$ cat config.mk
export PLATFORM = sky130hd
export DESIGN_NAME = charger_supervisor_core_flat
export DESIGN_NICKNAME = d
export VERILOG_FILES = /design/src/design/chgsup_pkg.sv /design/src/design/chgsup_req_if.sv /design/src/design/chgsup_rsp_if.sv /design/src/design/chgsup_csr.sv /design/src/design/chgsup_pass.sv /design/src/design/chgsup_out.sv /design/src/design/charger_supervisor_core.sv /design/src/flat_wrapper.sv
export SDC_FILE = /design/constraint.sdc
export NUM_CORES = 1
export LEC_CHECK = 0
export ABC_AREA = 0
export BUFFER_PORTS_ARGS = -buffer_cell sky130_fd_sc_hd__clkbuf_2
export CAP_MARGIN = 20
export CORE_UTILIZATION = 56
export DETAILED_ROUTE_END_ITERATION = 7
export PLACE_DENSITY_LB_ADDON = 0.2
export SYNTH_ARGS = -nofsm -noshare
export SYNTH_HDL_FRONTEND = slang
export SYNTH_SLANG_ARGS = --single-unit
$ cat constraint.sdc
create_clock -name clock -period 4.5 [get_ports clock]
set_input_delay 0.45 -clock clock [delete_from_list [all_inputs] [get_ports clock]]
set_output_delay 0.45 -clock clock [all_outputs]
set_load 0.05 [all_outputs]
$ cat src/design/chgsup_pkg.sv
package chgsup_pkg;

   // Result action codes
   typedef enum logic [1:0] {
      ACT_WRITE   = 2'd0,
      ACT_DISABLE = 2'd1,
      ACT_ENABLE  = 2'd2,
      ACT_PULSE   = 2'd3
   } action_type;

   // Charger register selects
   typedef enum logic [1:0] {
      SEL_INPUT_SOURCE   = 2'd0,
      SEL_CHARGE_CURRENT = 2'd1,
      SEL_TERMINATION    = 2'd2,
      SEL_MISC           = 2'd3
   } sel_type;

   // Configuration register indexes
   typedef enum logic [2:0] {
      CSR_DC_THRESHOLD   = 3'd0,
      CSR_USB_THRESHOLD  = 3'd1,
      CSR_TEMP_OFF_LIMIT = 3'd2,
      CSR_TEMP_ON_LIMIT  = 3'd3,
      CSR_DEBOUNCE_MS    = 3'd4,
      CSR_LIMIT_INTERVAL = 3'd5
   } csr_index_type;

   localparam int CSR_ADDR_W = 5;

   // Register byte values
   localparam logic [7:0] SRC_SETUP   = 8'b0011_0000;
   localparam logic [7:0] CUR_SETUP   = 8'b0010_0000;
   localparam logic [7:0] TERM_SETUP  = 8'b1000_1010;
   localparam logic [7:0] MISC_SETUP  = 8'b1100_1000;
   localparam logic [7:0] SRC_LIMIT   = 8'b0011_0111;
   localparam logic [2:0] SRC_ALL_SET = 3'b111;
   localparam logic [2:0] SRC_NONE    = 3'b000;

   // Configuration reset values
   localparam logic signed [15:0] TEMP_OFF_RESET = 16'sd6000;
   localparam logic signed [15:0] TEMP_ON_RESET  = 16'sd4500;
   localparam logic [15:0] DEBOUNCE_RESET        = 16'd500;
   localparam logic [15:0] LIMIT_INTERVAL_RESET  = 16'd500;

   // Result slots of one pass, in delivery order
   localparam int NUM_SLOTS = 8;
   localparam int SLOT_W    = 3;
   localparam logic [SLOT_W-1:0] SLOT_SRC_SETUP  = 3'd0;
   localparam logic [SLOT_W-1:0] SLOT_CUR_SETUP  = 3'd1;
   localparam logic [SLOT_W-1:0] SLOT_TERM_SETUP = 3'd2;
   localparam logic [SLOT_W-1:0] SLOT_MISC_SETUP = 3'd3;
   localparam logic [SLOT_W-1:0] SLOT_TEMP       = 3'd4;
   localparam logic [SLOT_W-1:0] SLOT_LIMIT      = 3'd5;
   localparam logic [SLOT_W-1:0] SLOT_USB        = 3'd6;
   localparam logic [SLOT_W-1:0] SLOT_DC         = 3'd7;

   typedef struct packed {
      logic [15:0]        dc_threshold;
      logic [15:0]        usb_threshold;
      logic signed [15:0] temp_off_limit;
      logic signed [15:0] temp_on_limit;
      logic [15:0]        debounce_ms;
      logic [15:0]        limit_interval_ms;
   } cfg_type;

   typedef struct packed {
      logic                 load;
      logic [NUM_SLOTS-1:0] mask;
      action_type           temp_action;
      sel_type              limit_sel;
      logic [7:0]           limit_value;
   } pass_type;

   // Wrap-safe time check
   function automatic logic elapsed(input logic [31:0] now, input logic [31:0] stamp,
                                    input logic [15:0] dur);
      logic [31:0] diff;
      diff = now - stamp;
      return diff >= {16'b0, dur};
   endfunction

endpackage

$ cat src/design/chgsup_req_if.sv
interface chgsup_req_if;
   logic               valid;
   logic               ready;
   logic [31:0]        now_ms;
   logic [15:0]        usb_sample;
   logic [15:0]        dc_sample;
   logic signed [15:0] battery_temp;
   logic               battery_present;
   logic [7:0]         source_reg_value;
   logic               source_reg_valid;

   modport source(output valid, now_ms, usb_sample, dc_sample, battery_temp,
                  battery_present, source_reg_value, source_reg_valid, input ready);
   modport sink(input valid, now_ms, usb_sample, dc_sample, battery_temp,
                battery_present, source_reg_value, source_reg_valid, output ready);
endinterface

$ cat src/design/chgsup_rsp_if.sv
interface chgsup_rsp_if;
   logic       valid;
   logic       ready;
   logic [1:0] action;
   logic [1:0] reg_select;
   logic [7:0] reg_value;
   logic       last;

   modport source(output valid, action, reg_select, reg_value, last, input ready);
   modport sink(input valid, action, reg_select, reg_value, last, output ready);
endinterface

$ cat src/design/chgsup_csr.sv
module chgsup_csr (
   input  logic                               clock,
   input  logic                               reset,
   input  logic                               psel,
   input  logic                               penable,
   input  logic                               pwrite,
   input  logic [chgsup_pkg::CSR_ADDR_W-1:0]  paddr,
   input  logic [31:0]                        pwdata,
   output logic [31:0]                        prdata,
   output logic                               pready,
   output chgsup_pkg::cfg_type                cfg
);

   chgsup_pkg::cfg_type       cfg_ff, cfg_in;
   chgsup_pkg::csr_index_type index;
   logic                      write_en;

   assign pready   = 1'b1;
   assign index    = chgsup_pkg::csr_index_type'(paddr[chgsup_pkg::CSR_ADDR_W-1:2]);
   assign write_en = psel & penable & pwrite & pready;
   assign cfg      = cfg_ff;

   // Apply a register write
   always_comb begin
      cfg_in = cfg_ff;
      if (write_en) begin
         case (index)
            chgsup_pkg::CSR_DC_THRESHOLD:   cfg_in.dc_threshold      = pwdata[15:0];
            chgsup_pkg::CSR_USB_THRESHOLD:  cfg_in.usb_threshold     = pwdata[15:0];
            chgsup_pkg::CSR_TEMP_OFF_LIMIT: cfg_in.temp_off_limit    = pwdata[15:0];
            chgsup_pkg::CSR_TEMP_ON_LIMIT:  cfg_in.temp_on_limit     = pwdata[15:0];
            chgsup_pkg::CSR_DEBOUNCE_MS:    cfg_in.debounce_ms       = pwdata[15:0];
            chgsup_pkg::CSR_LIMIT_INTERVAL: cfg_in.limit_interval_ms = pwdata[15:0];
            default: ;
         endcase
      end
   end

   always_ff @(posedge clock) begin
      if (reset) begin
         cfg_ff.dc_threshold      <= '0;
         cfg_ff.usb_threshold     <= '0;
         cfg_ff.temp_off_limit    <= chgsup_pkg::TEMP_OFF_RESET;
         cfg_ff.temp_on_limit     <= chgsup_pkg::TEMP_ON_RESET;
         cfg_ff.debounce_ms       <= chgsup_pkg::DEBOUNCE_RESET;
         cfg_ff.limit_interval_ms <= chgsup_pkg::LIMIT_INTERVAL_RESET;
      end else begin
         cfg_ff <= cfg_in;
      end
   end

   // Read back a register
   always_comb begin
      case (index)
         chgsup_pkg::CSR_DC_THRESHOLD:   prdata = {16'b0, cfg_ff.dc_threshold};
         chgsup_pkg::CSR_USB_THRESHOLD:  prdata = {16'b0, cfg_ff.usb_threshold};
         chgsup_pkg::CSR_TEMP_OFF_LIMIT: prdata = {16'b0, cfg_ff.temp_off_limit};
         chgsup_pkg::CSR_TEMP_ON_LIMIT:  prdata = {16'b0, cfg_ff.temp_on_limit};
         chgsup_pkg::CSR_DEBOUNCE_MS:    prdata = {16'b0, cfg_ff.debounce_ms};
         chgsup_pkg::CSR_LIMIT_INTERVAL: prdata = {16'b0, cfg_ff.limit_interval_ms};
         default:                        prdata = '0;
      endcase
   end

endmodule

$ cat src/design/chgsup_pass.sv
module chgsup_pass (
   input  logic                 clock,
   input  logic                 reset,
   chgsup_req_if.sink           req_bus,
   input  chgsup_pkg::cfg_type  cfg,
   input  logic                 free,
   output chgsup_pkg::pass_type pass
);

   // Input register
   logic               in_valid_ff, in_valid_in;
   logic [31:0]        in_now_ff;
   logic [15:0]        in_usb_ff;
   logic [15:0]        in_dc_ff;
   logic signed [15:0] in_temp_ff;
   logic               in_batt_ff;
   logic [7:0]         in_src_ff;
   logic               in_src_ok_ff;

   // Supervisor state
   logic        setup_done_ff, setup_done_in;
   logic        charge_on_ff, charge_on_in;
   logic [15:0] prev_dc_ff, prev_dc_in;
   logic [31:0] limit_stamp_ff, limit_stamp_in;
   logic        usb_was_low_ff, usb_was_low_in;
   logic [31:0] usb_stamp_ff, usb_stamp_in;
   logic        dc_was_low_ff, dc_was_low_in;
   logic [31:0] dc_stamp_ff, dc_stamp_in;
   logic [31:0] lockout_ff, lockout_in;

   logic accept, advance;
   logic usb_on, dc_on, charge_mid, temp_ok, lock_free;
   logic [chgsup_pkg::NUM_SLOTS-1:0] mask;
   chgsup_pkg::action_type           temp_action;
   chgsup_pkg::sel_type              limit_sel;
   logic [7:0]                       limit_value;

   assign advance       = in_valid_ff & free;
   assign req_bus.ready = ~in_valid_ff | free;
   assign accept        = req_bus.valid & req_bus.ready;
   assign in_valid_in   = accept | (in_valid_ff & ~free);

   always_ff @(posedge clock) begin
      if (reset) begin
         in_valid_ff <= 1'b0;
      end else begin
         in_valid_ff <= in_valid_in;
      end
   end

   // Capture the item
   always_ff @(posedge clock) begin
      if (accept) begin
         in_now_ff    <= req_bus.now_ms;
         in_usb_ff    <= req_bus.usb_sample;
         in_dc_ff     <= req_bus.dc_sample;
         in_temp_ff   <= req_bus.battery_temp;
         in_batt_ff   <= req_bus.battery_present;
         in_src_ff    <= req_bus.source_reg_value;
         in_src_ok_ff <= req_bus.source_reg_valid;
      end
   end

   assign usb_on = in_usb_ff > cfg.usb_threshold;
   assign dc_on  = in_dc_ff > cfg.dc_threshold;

   // One supervisor pass
   always_comb begin
      mask           = '0;
      temp_action    = chgsup_pkg::ACT_DISABLE;
      limit_sel      = chgsup_pkg::SEL_INPUT_SOURCE;
      limit_value    = chgsup_pkg::SRC_LIMIT;
      setup_done_in  = setup_done_ff;
      charge_mid     = charge_on_ff;
      prev_dc_in     = prev_dc_ff;
      limit_stamp_in = limit_stamp_ff;
      usb_was_low_in = usb_was_low_ff;
      usb_stamp_in   = usb_stamp_ff;
      dc_was_low_in  = dc_was_low_ff;
      dc_stamp_in    = dc_stamp_ff;
      lockout_in     = lockout_ff;

      // Set-up writes on the first pass
      if (!setup_done_ff) begin
         setup_done_in                        = 1'b1;
         mask[chgsup_pkg::SLOT_SRC_SETUP]  = 1'b1;
         mask[chgsup_pkg::SLOT_CUR_SETUP]  = 1'b1;
         mask[chgsup_pkg::SLOT_TERM_SETUP] = 1'b1;
         mask[chgsup_pkg::SLOT_MISC_SETUP] = 1'b1;
      end

      // Temperature hysteresis
      if (in_batt_ff) begin
         if (charge_on_ff) begin
            if (in_temp_ff > $signed(cfg.temp_off_limit)) begin
               charge_mid                  = 1'b0;
               mask[chgsup_pkg::SLOT_TEMP] = 1'b1;
               temp_action                 = chgsup_pkg::ACT_DISABLE;
            end
         end else if (in_temp_ff < $signed(cfg.temp_on_limit)) begin
            charge_mid                  = 1'b1;
            mask[chgsup_pkg::SLOT_TEMP] = 1'b1;
            temp_action                 = chgsup_pkg::ACT_ENABLE;
         end
      end

      // Input current limit step
      if (chgsup_pkg::elapsed(in_now_ff, limit_stamp_ff, cfg.limit_interval_ms)) begin
         limit_stamp_in = in_now_ff;
         if (in_src_ok_ff) begin
            if (prev_dc_ff > cfg.dc_threshold && in_dc_ff < cfg.dc_threshold && usb_on) begin
               mask[chgsup_pkg::SLOT_LIMIT] = 1'b1;
               limit_sel                    = chgsup_pkg::SEL_MISC;
               limit_value                  = chgsup_pkg::MISC_SETUP;
            end else if (dc_on) begin
               if (in_src_ff[2:0] != chgsup_pkg::SRC_ALL_SET) begin
                  mask[chgsup_pkg::SLOT_LIMIT] = 1'b1;
               end
            end else if (usb_on) begin
               if (in_src_ff[2:0] == chgsup_pkg::SRC_NONE) begin
                  mask[chgsup_pkg::SLOT_LIMIT] = 1'b1;
               end
            end
            prev_dc_in = in_dc_ff;
         end
      end

      // Supply debounce and lockout
      charge_on_in = charge_mid;
      temp_ok      = charge_mid ? (in_temp_ff < $signed(cfg.temp_off_limit))
                                : (in_temp_ff < $signed(cfg.temp_on_limit));
      lock_free    = (lockout_ff == '0) |
                     chgsup_pkg::elapsed(in_now_ff, lockout_ff, cfg.debounce_ms);
      if (in_batt_ff && temp_ok && lock_free) begin
         lockout_in = '0;
         if (usb_was_low_ff && usb_on) begin
            usb_was_low_in = 1'b0;
            usb_stamp_in   = in_now_ff;
         end else if (!usb_was_low_ff && usb_on && usb_stamp_ff != '0) begin
            if (chgsup_pkg::elapsed(in_now_ff, usb_stamp_ff, cfg.debounce_ms)) begin
               usb_stamp_in               = '0;
               mask[chgsup_pkg::SLOT_USB] = 1'b1;
               charge_on_in               = 1'b1;
            end
         end else if (!usb_was_low_ff && !usb_on) begin
            usb_was_low_in = 1'b1;
            usb_stamp_in   = '0;
            lockout_in     = in_now_ff;
         end
         if (dc_was_low_ff && dc_on) begin
            dc_was_low_in = 1'b0;
            dc_stamp_in   = in_now_ff;
         end else if (!dc_was_low_ff && dc_on && dc_stamp_ff != '0) begin
            if (chgsup_pkg::elapsed(in_now_ff, dc_stamp_ff, cfg.debounce_ms)) begin
               dc_stamp_in               = '0;
               mask[chgsup_pkg::SLOT_DC] = 1'b1;
               charge_on_in              = 1'b1;
            end
         end else if (!dc_was_low_ff && !dc_on) begin
            dc_was_low_in = 1'b1;
            dc_stamp_in   = '0;
            lockout_in    = in_now_ff;
         end
      end
   end

   // Commit state when the pass moves on
   always_ff @(posedge clock) begin
      if (reset) begin
         setup_done_ff  <= 1'b0;
         charge_on_ff   <= 1'b0;
         prev_dc_ff     <= '0;
         limit_stamp_ff <= '0;
         usb_was_low_ff <= 1'b1;
         usb_stamp_ff   <= '0;
         dc_was_low_ff  <= 1'b1;
         dc_stamp_ff    <= '0;
         lockout_ff     <= '0;
      end else if (advance) begin
         setup_done_ff  <= setup_done_in;
         charge_on_ff   <= charge_on_in;
         prev_dc_ff     <= prev_dc_in;
         limit_stamp_ff <= limit_stamp_in;
         usb_was_low_ff <= usb_was_low_in;
         usb_stamp_ff   <= usb_stamp_in;
         dc_was_low_ff  <= dc_was_low_in;
         dc_stamp_ff    <= dc_stamp_in;
         lockout_ff     <= lockout_in;
      end
   end

   assign pass.load        = advance;
   assign pass.mask        = mask;
   assign pass.temp_action = temp_action;
   assign pass.limit_sel   = limit_sel;
   assign pass.limit_value = limit_value;

   a_setup_once: assert property (@(posedge clock) disable iff (reset)
      advance |=> setup_done_ff)
      else $error("set-up not marked done after a pass");

   a_pulse_charges: assert property (@(posedge clock) disable iff (reset)
      (advance && (mask[chgsup_pkg::SLOT_USB] || mask[chgsup_pkg::SLOT_DC]))
      |=> charge_on_ff)
      else $error("restart pulse without charging on");

   a_usb_stamp_idle: assert property (@(posedge clock) disable iff (reset)
      usb_was_low_ff |-> (usb_stamp_ff == '0))
      else $error("USB stamp set while USB low");

   a_dc_stamp_idle: assert property (@(posedge clock) disable iff (reset)
      dc_was_low_ff |-> (dc_stamp_ff == '0))
      else $error("DC stamp set while DC low");

endmodule

$ cat src/design/chgsup_out.sv
module chgsup_out (
   input  logic                 clock,
   input  logic                 reset,
   input  chgsup_pkg::pass_type pass,
   output logic                 free,
   chgsup_rsp_if.source         rsp_bus
);

   logic [chgsup_pkg::NUM_SLOTS-1:0] mask_ff, mask_in, rest;
   chgsup_pkg::action_type           temp_action_ff;
   chgsup_pkg::sel_type              limit_sel_ff;
   logic [7:0]                       limit_value_ff;
   logic [chgsup_pkg::SLOT_W-1:0]    cur;
   logic                             take, is_last;

   // Pick the earliest pending slot
   always_comb begin
      cur = '0;
      for (int i = chgsup_pkg::NUM_SLOTS - 1; i >= 0; i--) begin
         if (mask_ff[i]) begin
            cur = chgsup_pkg::SLOT_W'(i);
         end
      end
   end

   always_comb begin
      rest      = mask_ff;
      rest[cur] = 1'b0;
   end

   assign is_last = (rest == '0);
   assign take    = rsp_bus.valid & rsp_bus.ready;
   assign free    = (mask_ff == '0) | (take & is_last);

   // Load a new pass or drop the delivered slot
   always_comb begin
      mask_in = mask_ff;
      if (pass.load) begin
         mask_in = pass.mask;
      end else if (take) begin
         mask_in = rest;
      end
   end

   always_ff @(posedge clock) begin
      if (reset) begin
         mask_ff <= '0;
      end else begin
         mask_ff <= mask_in;
      end
   end

   always_ff @(posedge clock) begin
      if (pass.load) begin
         temp_action_ff <= pass.temp_action;
         limit_sel_ff   <= pass.limit_sel;
         limit_value_ff <= pass.limit_value;
      end
   end

   // Drive the current item
   always_comb begin
      rsp_bus.valid = (mask_ff != '0);
      rsp_bus.last  = is_last;
      case (cur)
         chgsup_pkg::SLOT_SRC_SETUP: begin
            rsp_bus.action     = chgsup_pkg::ACT_WRITE;
            rsp_bus.reg_select = chgsup_pkg::SEL_INPUT_SOURCE;
            rsp_bus.reg_value  = chgsup_pkg::SRC_SETUP;
         end
         chgsup_pkg::SLOT_CUR_SETUP: begin
            rsp_bus.action     = chgsup_pkg::ACT_WRITE;
            rsp_bus.reg_select = chgsup_pkg::SEL_CHARGE_CURRENT;
            rsp_bus.reg_value  = chgsup_pkg::CUR_SETUP;
         end
         chgsup_pkg::SLOT_TERM_SETUP: begin
            rsp_bus.action     = chgsup_pkg::ACT_WRITE;
            rsp_bus.reg_select = chgsup_pkg::SEL_TERMINATION;
            rsp_bus.reg_value  = chgsup_pkg::TERM_SETUP;
         end
         chgsup_pkg::SLOT_MISC_SETUP: begin
            rsp_bus.action     = chgsup_pkg::ACT_WRITE;
            rsp_bus.reg_select = chgsup_pkg::SEL_MISC;
            rsp_bus.reg_value  = chgsup_pkg::MISC_SETUP;
         end
         chgsup_pkg::SLOT_TEMP: begin
            rsp_bus.action     = temp_action_ff;
            rsp_bus.reg_select = chgsup_pkg::SEL_INPUT_SOURCE;
            rsp_bus.reg_value  = '0;
         end
         chgsup_pkg::SLOT_LIMIT: begin
            rsp_bus.action     = chgsup_pkg::ACT_WRITE;
            rsp_bus.reg_select = limit_sel_ff;
            rsp_bus.reg_value  = limit_value_ff;
         end
         default: begin
            rsp_bus.action     = chgsup_pkg::ACT_PULSE;
            rsp_bus.reg_select = chgsup_pkg::SEL_INPUT_SOURCE;
            rsp_bus.reg_value  = '0;
         end
      endcase
   end

   a_load_when_free: assert property (@(posedge clock) disable iff (reset)
      pass.load |-> free)
      else $error("pass loaded over undelivered items");

endmodule

$ cat src/design/charger_supervisor_core.sv
// Battery charger supervisor. Each request item is one supervisor pass; it
// yields zero to eight response items (charger register writes, charge
// disable/enable, restart pulse), the final one flagged by last. A request
// is taken into an input register, evaluated against the supervisor state,
// and its response items are then delivered one per cycle from the result
// register while the response port is ready; the first one is presented once
// the pass reaches the result register and can be taken at the following
// edge. The input register frees as soon as the result register is empty or
// its last item is being taken, so a new request is accepted every cycle
// while passes produce at most one item and the response port is ready;
// a pass with more items holds the next request until its last item is taken
// at the single response port. Configuration registers sit on the APB port at
// byte address 4*index and are to be written only while no pass is in flight.
module charger_supervisor_core (
   input  logic                              clock,
   input  logic                              reset,
   chgsup_req_if.sink                        req_bus,
   chgsup_rsp_if.source                      rsp_bus,
   input  logic                              psel,
   input  logic                              penable,
   input  logic                              pwrite,
   input  logic [chgsup_pkg::CSR_ADDR_W-1:0] paddr,
   input  logic [31:0]                       pwdata,
   output logic [31:0]                       prdata,
   output logic                              pready
);

   chgsup_pkg::cfg_type  cfg;
   chgsup_pkg::pass_type pass;
   logic                 free;

   chgsup_csr u_csr (
      .clock   (clock),
      .reset   (reset),
      .psel    (psel),
      .penable (penable),
      .pwrite  (pwrite),
      .paddr   (paddr),
      .pwdata  (pwdata),
      .prdata  (prdata),
      .pready  (pready),
      .cfg     (cfg)
   );

   chgsup_pass u_pass (
      .clock   (clock),
      .reset   (reset),
      .req_bus (req_bus),
      .cfg     (cfg),
      .free    (free),
      .pass    (pass)
   );

   chgsup_out u_out (
      .clock   (clock),
      .reset   (reset),
      .pass    (pass),
      .free    (free),
      .rsp_bus (rsp_bus)
   );

endmodule
$ cat src/flat_wrapper.sv
// flat-port wrapper written by rule: the top's interface ports become plain ports
module charger_supervisor_core_flat 
  (clock, reset, psel, penable, pwrite, paddr, pwdata, prdata, pready, req_bus_valid, req_bus_now_ms, req_bus_usb_sample, req_bus_dc_sample, req_bus_battery_temp, req_bus_battery_present, req_bus_source_reg_value, req_bus_source_reg_valid, req_bus_ready, rsp_bus_valid, rsp_bus_action, rsp_bus_reg_select, rsp_bus_reg_value, rsp_bus_last, rsp_bus_ready);
  chgsup_req_if req_bus_i ();
  chgsup_rsp_if rsp_bus_i ();
  input  logic clock;
  input  logic reset;
  input  logic psel;
  input  logic penable;
  input  logic pwrite;
  input  logic [chgsup_pkg::CSR_ADDR_W-1:0] paddr;
  input  logic [31:0] pwdata;
  output logic [31:0] prdata;
  output logic pready;
  input wire logic [$bits(req_bus_i.valid)-1:0] req_bus_valid;
  input wire logic [$bits(req_bus_i.now_ms)-1:0] req_bus_now_ms;
  input wire logic [$bits(req_bus_i.usb_sample)-1:0] req_bus_usb_sample;
  input wire logic [$bits(req_bus_i.dc_sample)-1:0] req_bus_dc_sample;
  input wire logic [$bits(req_bus_i.battery_temp)-1:0] req_bus_battery_temp;
  input wire logic [$bits(req_bus_i.battery_present)-1:0] req_bus_battery_present;
  input wire logic [$bits(req_bus_i.source_reg_value)-1:0] req_bus_source_reg_value;
  input wire logic [$bits(req_bus_i.source_reg_valid)-1:0] req_bus_source_reg_valid;
  output wire logic [$bits(req_bus_i.ready)-1:0] req_bus_ready;
  output wire logic [$bits(rsp_bus_i.valid)-1:0] rsp_bus_valid;
  output wire logic [$bits(rsp_bus_i.action)-1:0] rsp_bus_action;
  output wire logic [$bits(rsp_bus_i.reg_select)-1:0] rsp_bus_reg_select;
  output wire logic [$bits(rsp_bus_i.reg_value)-1:0] rsp_bus_reg_value;
  output wire logic [$bits(rsp_bus_i.last)-1:0] rsp_bus_last;
  input wire logic [$bits(rsp_bus_i.ready)-1:0] rsp_bus_ready;
  assign req_bus_i.valid = req_bus_valid;
  assign req_bus_i.now_ms = req_bus_now_ms;
  assign req_bus_i.usb_sample = req_bus_usb_sample;
  assign req_bus_i.dc_sample = req_bus_dc_sample;
  assign req_bus_i.battery_temp = req_bus_battery_temp;
  assign req_bus_i.battery_present = req_bus_battery_present;
  assign req_bus_i.source_reg_value = req_bus_source_reg_value;
  assign req_bus_i.source_reg_valid = req_bus_source_reg_valid;
  assign req_bus_ready = req_bus_i.ready;
  assign rsp_bus_valid = rsp_bus_i.valid;
  assign rsp_bus_action = rsp_bus_i.action;
  assign rsp_bus_reg_select = rsp_bus_i.reg_select;
  assign rsp_bus_reg_value = rsp_bus_i.reg_value;
  assign rsp_bus_last = rsp_bus_i.last;
  assign rsp_bus_i.ready = rsp_bus_ready;
  charger_supervisor_core u_core (.clock(clock), .reset(reset), .req_bus(req_bus_i), .rsp_bus(rsp_bus_i), .psel(psel), .penable(penable), .pwrite(pwrite), .paddr(paddr), .pwdata(pwdata), .prdata(prdata), .pready(pready));
endmodule
==> Word-level counts from Yosys, hierarchy flattened <==
Index checks and enable logic that the tools add are counted.
{ "classes": {"n_eq_ne": 15, "order_cmp": 13, "n_mux": 69, "n_bitwise": 16, "shifts": 0, "reduce_logical": 47, "n_addsub": 4, "n_div": 0, "mul": 0} }
{ "ops": {"columns": ["operator", "count"], "rows": [
  ["32-bit 2-to-1 mux", 14],
  ["32-bit by 16-bit greater-or-equal comparator with 1-bit output", 4],
  ["32-bit subtractor", 4],
  ["16-bit one-hot mux with 6 select lines", 1],
  ["16-bit > comparator", 4],
  ["32-bit nonzero test", 2],
  ["16-bit less-than comparator", 3],
  ["8-bit one-hot mux with 5 select lines", 1],
  ["1-bit 2-to-1 mux", 35],
  ["32-bit zero test", 1],
  ["3-bit 2-to-1 mux", 8],
  ["8-bit 2-to-1 mux", 3],
  ["2-bit AND reduction", 9],
  ["8-bit zero test", 2],
  ["4-bit AND reduction", 4],
  ["1-bit logical AND", 13],
  ["3-bit by 2-bit == test with 1-bit output, second input constant", 4],
  ["3-bit == test, second input constant", 4],
  ["3-bit zero test", 3],
  ["8-bit bitwise AND", 1],
  ["8-bit NOT", 1],
  ["2-bit one-hot mux with 4 select lines", 1],
  ["8-bit nonzero test", 1],
  ["1-bit bitwise AND", 7],
  ["other kinds (18)", 34]
]} }
{ "word_totals": {"mem_bits_ro": 0, "output_inout_bits": 48, "ram_bits": 0, "inputBits": 134, "latch_bits": 0, "wordCells": 191, "ff_bits": 350, "mem_count": 0} }

==> Logic depth before layout (Yosys ltp) <==
{ "depth": {"ltp_word": 20, "ltp_mapped": 26, "depth_no_buf": 24} }

==> Modules after synthesis <==
From an unflattened synthesis, not the netlist that was laid out.
{ "unflattened": {"hier_cells": 3012, "area_unflattened_um2": 25654.6} }
{ "modules_own_cells": {"columns": ["mod", "seq_area_each_um2", "n_inst", "area_each_um2", "cells_per_inst"], "rows": [
  ["chgsup_pass", 5535.3, 1, 19915.4, 2377],
  ["chgsup_csr", 1921.8, 1, 4640.7, 522],
  ["chgsup_out", 520.5, 1, 1098.6, 113]
]} }

==> Worst setup path before layout <==
Ideal clock, no wire load.
{ "synth_path": {"path_kind": "register to register", "from": "register u_core.u_pass.in_now_ff[0]", "to": "register u_core.u_pass.dc_stamp_ff[1]", "period_less_slack_ns": 4.813, "setup_time_ns": 0.117, "required_ns": 4.383, "t_arrival_ns": 4.696, "path_stages_with_launch": 27, "path_slack_ns": -0.313, "path_buffers": 2, "cell_sequence": "edfxtp_1 -> inv_1 -> ha_1 -> inv_1 -> fa_1 -> a21o_1 -> nand4_1 -> nand2_1 -> a21o_1 -> a21o_1 -> a21oi_1 -> o21bai_1 -> xor2_1 -> ha_1 -> nor2_1 -> nand2_1 -> a221oi_1 -> o31a_1 -> a2111oi_0 -> nor2_1 -> or3b_1 -> nor4_1 -> a41oi_2 -> and3_1 -> clkbuf_1 -> clkbuf_1 -> a22o_1"} }
{ "synth_via": {"elab_chain_cells": 5, "word_cells_on_any_way": 8, "cone_classes": "2 x add/sub; 2 x order compare; 1 x eq/ne; 1 x bitwise; 2 x reduce/logical"} }
{ "synth_lines": {"columns": ["element", "line", "source"], "rows": [
  ["start: declaration", "chgsup_pass.sv:12", "logic [31:0] in_now_ff;"],
  ["start signal: assignment", "chgsup_pass.sv:54", "in_now_ff <= req_bus.now_ms;"],
  ["32-bit subtractor", "chgsup_pkg.sv:79", "diff = now - stamp;"],
  ["32-bit by 16-bit greater-or-equal comparator with 1-bit output", "chgsup_pkg.sv:80", "return diff >= {16'b0, dur};"],
  ["1-bit OR", "chgsup_pass.sv:132", "lock_free = (lockout_ff == '0) |"],
  ["1-bit logical AND", "chgsup_pass.sv:134", "if (in_batt_ff && temp_ok && lock_free) begin"],
  ["4-bit AND reduction (no line) *", null, null],
  ["end signal: assignment", "chgsup_pass.sv:187", "dc_stamp_ff <= dc_stamp_in;"],
  ["end: declaration", "chgsup_pass.sv:28", "logic [31:0] dc_stamp_ff, dc_stamp_in;"]
]} }
Every way passes the cells marked *; elsewhere a longest branch is shown, timed or not.
A chain may end at the register's enable or synchronous reset.

==> Worst setup path after layout <==
{ "layout_path": {"from": "register u_core.u_pass.in_now_ff[0]", "to": "register u_core.u_pass.dc_stamp_ff[13]"} }
The elaborated chain is that of the path after synthesis.

==> results.ini <==
[final_layout]
layoutNonFillerInstCount = 3893
drive_above_1_share_pct = 20.72
syn2layout_area_growth_pct = 23.31
final_cell_mix = nand2_1 (347), a21oi_1 (278), buf_4 (276), ha_1 (264), inv_1 (258)
final_common_cell = nand2_1
layout.nets = 3735
diodes = 0
design_area_sq_um = 29810

[die]
die_w_um = 209.8
boundaryPins = 182
die_h_um = 209.8
initial_core_util_pct = 57.25
dieArea_sq_um = 44010
row_count = 75
core-area_sq_um = 42230

[drt]
avgRoutedWirePerCell_um = 21.49
drt_iter0_drc = 2290
dr_total_vias = 24410
vias_per_cell = 6.271
ant_nets = 0
drc_errors = 0
routed_wirelength_um = 83680
drtPass1Iterations = 6

[logic_synthesis]
synthArstFlopShare_pct = 0
synth_seq_area_share_pct = 32.00
synth_area_sq_um = 24180
ys_seq_elements = 342
synthCells = 2965
synthTopCellsByArea = dfxtp_1 (21%), ha_1 (14%), edfxtp_1 (11%), a21oi_1 (6.7%), nand2_1 (5.7%)
syn_avg_cell_area_sq_um = 8.154
synth_top_area_cell = dfxtp_1
synth_top_area_share_pct = 20.95
synth_warnings = 0
ys.flop_type = dfxtp_1
synth-edff-count = 89
synthDistinctLibCells = 88

[sta]
finalMaxSlewViolations = 0
report.final.setup_viol = 152
period_share_pct = 110.9
fin_crit_ns = 4.991
max_freq_mhz = 200.4
fin_hold_ws_ns = 0.04039
slew_headroom_pct = 19.21
finalSetupTns_ns = -51.98
worst_clock_skew_ns = 0.01793
tightestPinTransition_ns = 1.212
final_hold_viol_count = 0
setup_ws_ns = -0.4907
rsz0062_at_grt = true

[critical_path]
criticalPathCategory = reg -> reg
end_kind = register
required_ns = 4.95
path_max_fanout = 20
critPathArrivalTime_ns = 5.45
path_common_cell = a21o_1
max_stage_delay_ns = 0.40
startpoint_type = register
critPathSlowestCell = edfxtp_1

[clock_network]
numCtsBuffers = 38
cts_hold_buf = 0
clock_sinks = 342
htree_levels = 2
cts_tree = built
clock_path_buffers = 3
cts_root_buffer = clkbuf_16
insertion_delay_ns = 0.58
clk_pin_slew_worst_paths_ns = 0.06

[place]
dpl_cell_area_sq_um = 27100
placed_cells = 3771
port_buffers = 141
place.gp.congestion = 0.9984
place_hpwl_um = 62040

[power]
cellPowerDensity_nw_per_um2 = 302.7
seq_power_share_pct = 37.4
power.static_leakage_nw = 12.04
clock_power_share_pct = 34.5
internal-power_w = 0.006048
switchingPower_w = 0.002977
combPwrFrac_pct = 28.0
swShare_pct = 32.99
total_power_w = 0.009025
vdd_drop_max_mv = 0.3587

[grt]
grt_usage_pct = 36.84
grt-ovfl-total = 0
grt_antenna_before_repair = 2
grt_max_degree = 113
grt_pass1_wl_um = 127100
grt_pass1_vias = 23370

[status]
status = finished with violations
failed_checks = setup timing

[flow_run]
drv_cap = 0

[min_path]
hold_class = in -> reg

-- area by class of cell --
| cell class | count | area, sq um |
|---|---|---|
| Multi-Input combinational cell | 2226 | 15790 |
| Fill cell | 3367 | 12410 |
| Sequential cell | 342 | 7737 |
| Timing Repair Buffer | 454 | 3382 |
| Clock buffer | 54 | 1112 |
| Inverter | 262 | 983.4 |
| Tap cell | 539 | 674.4 |
| Clock inverter | 16 | 138.9 |
-- critical path, delay by kind of cell (launching register included) --
family          cells  cell delay (ns)
simple gates        8             1.38
flops               1             0.40
fa+ha+maj           3             0.65
buf+inv             4             0.43
compound gates     10             1.83
xor+xnor            1             0.15
-- worst paths after layout --
check / startpoint / end / slack [ns] / depth (start not counted)
setup reg to reg: u_core.u_pass.in_now_ff[0] / u_core.u_pass.dc_stamp_ff[13] / -0.49 / 26
hold reg to reg: u_core.u_pass.limit_stamp_ff[19] / u_core.u_pass.limit_stamp_ff[19] / 0.45 / 2
setup / recovery: u_core.u_pass.in_now_ff[0] / u_core.u_pass.dc_stamp_ff[13] / -0.49 / 26
hold / removal: req_bus_battery_temp[2] / u_core.u_pass.in_temp_ff[2] / 0.04 / 1
-- through the flow --
stage / util [%] / worst slack, ns
global placement: 64.17 / -0.5859
CTS: 69.17 / -0.3556
finish: 70.60 / -0.4907
detailed placement: 64.17 / -0.7417
global route: 70.60 / -0.6861
floorplan: - / 0.006597
-- registers in the layout, indices dropped and copies added (netlist names), 2 cells and up --
signal and cells:
u_core.u_pass.in_usb_ff 16, u_core.u_pass.in_dc_ff 16, u_core.u_out.mask_ff 8, u_core.u_pass.in_temp_ff 16, u_core.u_pass.limit_stamp_ff 32, u_core.u_csr.cfg 96
u_core.u_pass.usb_stamp_ff 32, u_core.u_pass.dc_stamp_ff 32, u_core.u_pass.prev_dc_ff 16, u_core.u_pass.in_now_ff 32, u_core.u_out.temp_action_ff 2, u_core.u_pass.lockout_ff 32
u_core.u_pass.in_src_ff 3
-- layer usage --
layer,wire length (um),global-route usage [%]
met1,34490,47.99
met4,4349,18.15
met3,6974,7.033
met5,25,0
met2,37850,58.49
-- cells in the mapped netlist (all sizes together) (32+ instances only) --
cell type,number
nand2,364
a21oi,327
ha,273
inv,261
dfxtp,253
nor2,161
o21ai,128
clkbuf,120
nand3,120
edfxtp,89
a21o,76
a22o,67
nand4,53
xnor2,50
a22oi,49
nor4,35
xor2,34
a211oi,32
buf,32
-- power by group through the flow --
stage / Sequential, W / Combinational [W] / Clock, W
after CTS: 0.00337 / 0.00239 / 0.00313
after global routing: 0.00338 / 0.00274 / 0.00326
after floorplan: 0.00341 / 0.00150 / 0
final: 0.00338 / 0.00253 / 0.00312
after global placement: 0.00343 / 0.00221 / 0
after detailed placement: 0.00343 / 0.00226 / 0
-- timing repair --
action | CTS | global route
resized for setup | 109 | 120
setup endpoints to repair | 152 | 152
gates cloned | 7 | 1
pin swaps | 79 | 70
setup buffers | 39 | 10
-- cell families (layout without fill, tap and decap cells) --
logic type,Yosys count,after routing,synth area share [%]
buf+inv,414,786,6.909
other cells,2,17,0.03106
fa+ha+maj,278,278,14.50
flops,342,342,32.00
simple gates,910,910,17.73
mux,24,24,1.004
compound gates,911,913,24.78
xor+xnor,84,84,3.043
Power figures use the tool's default switching activity.
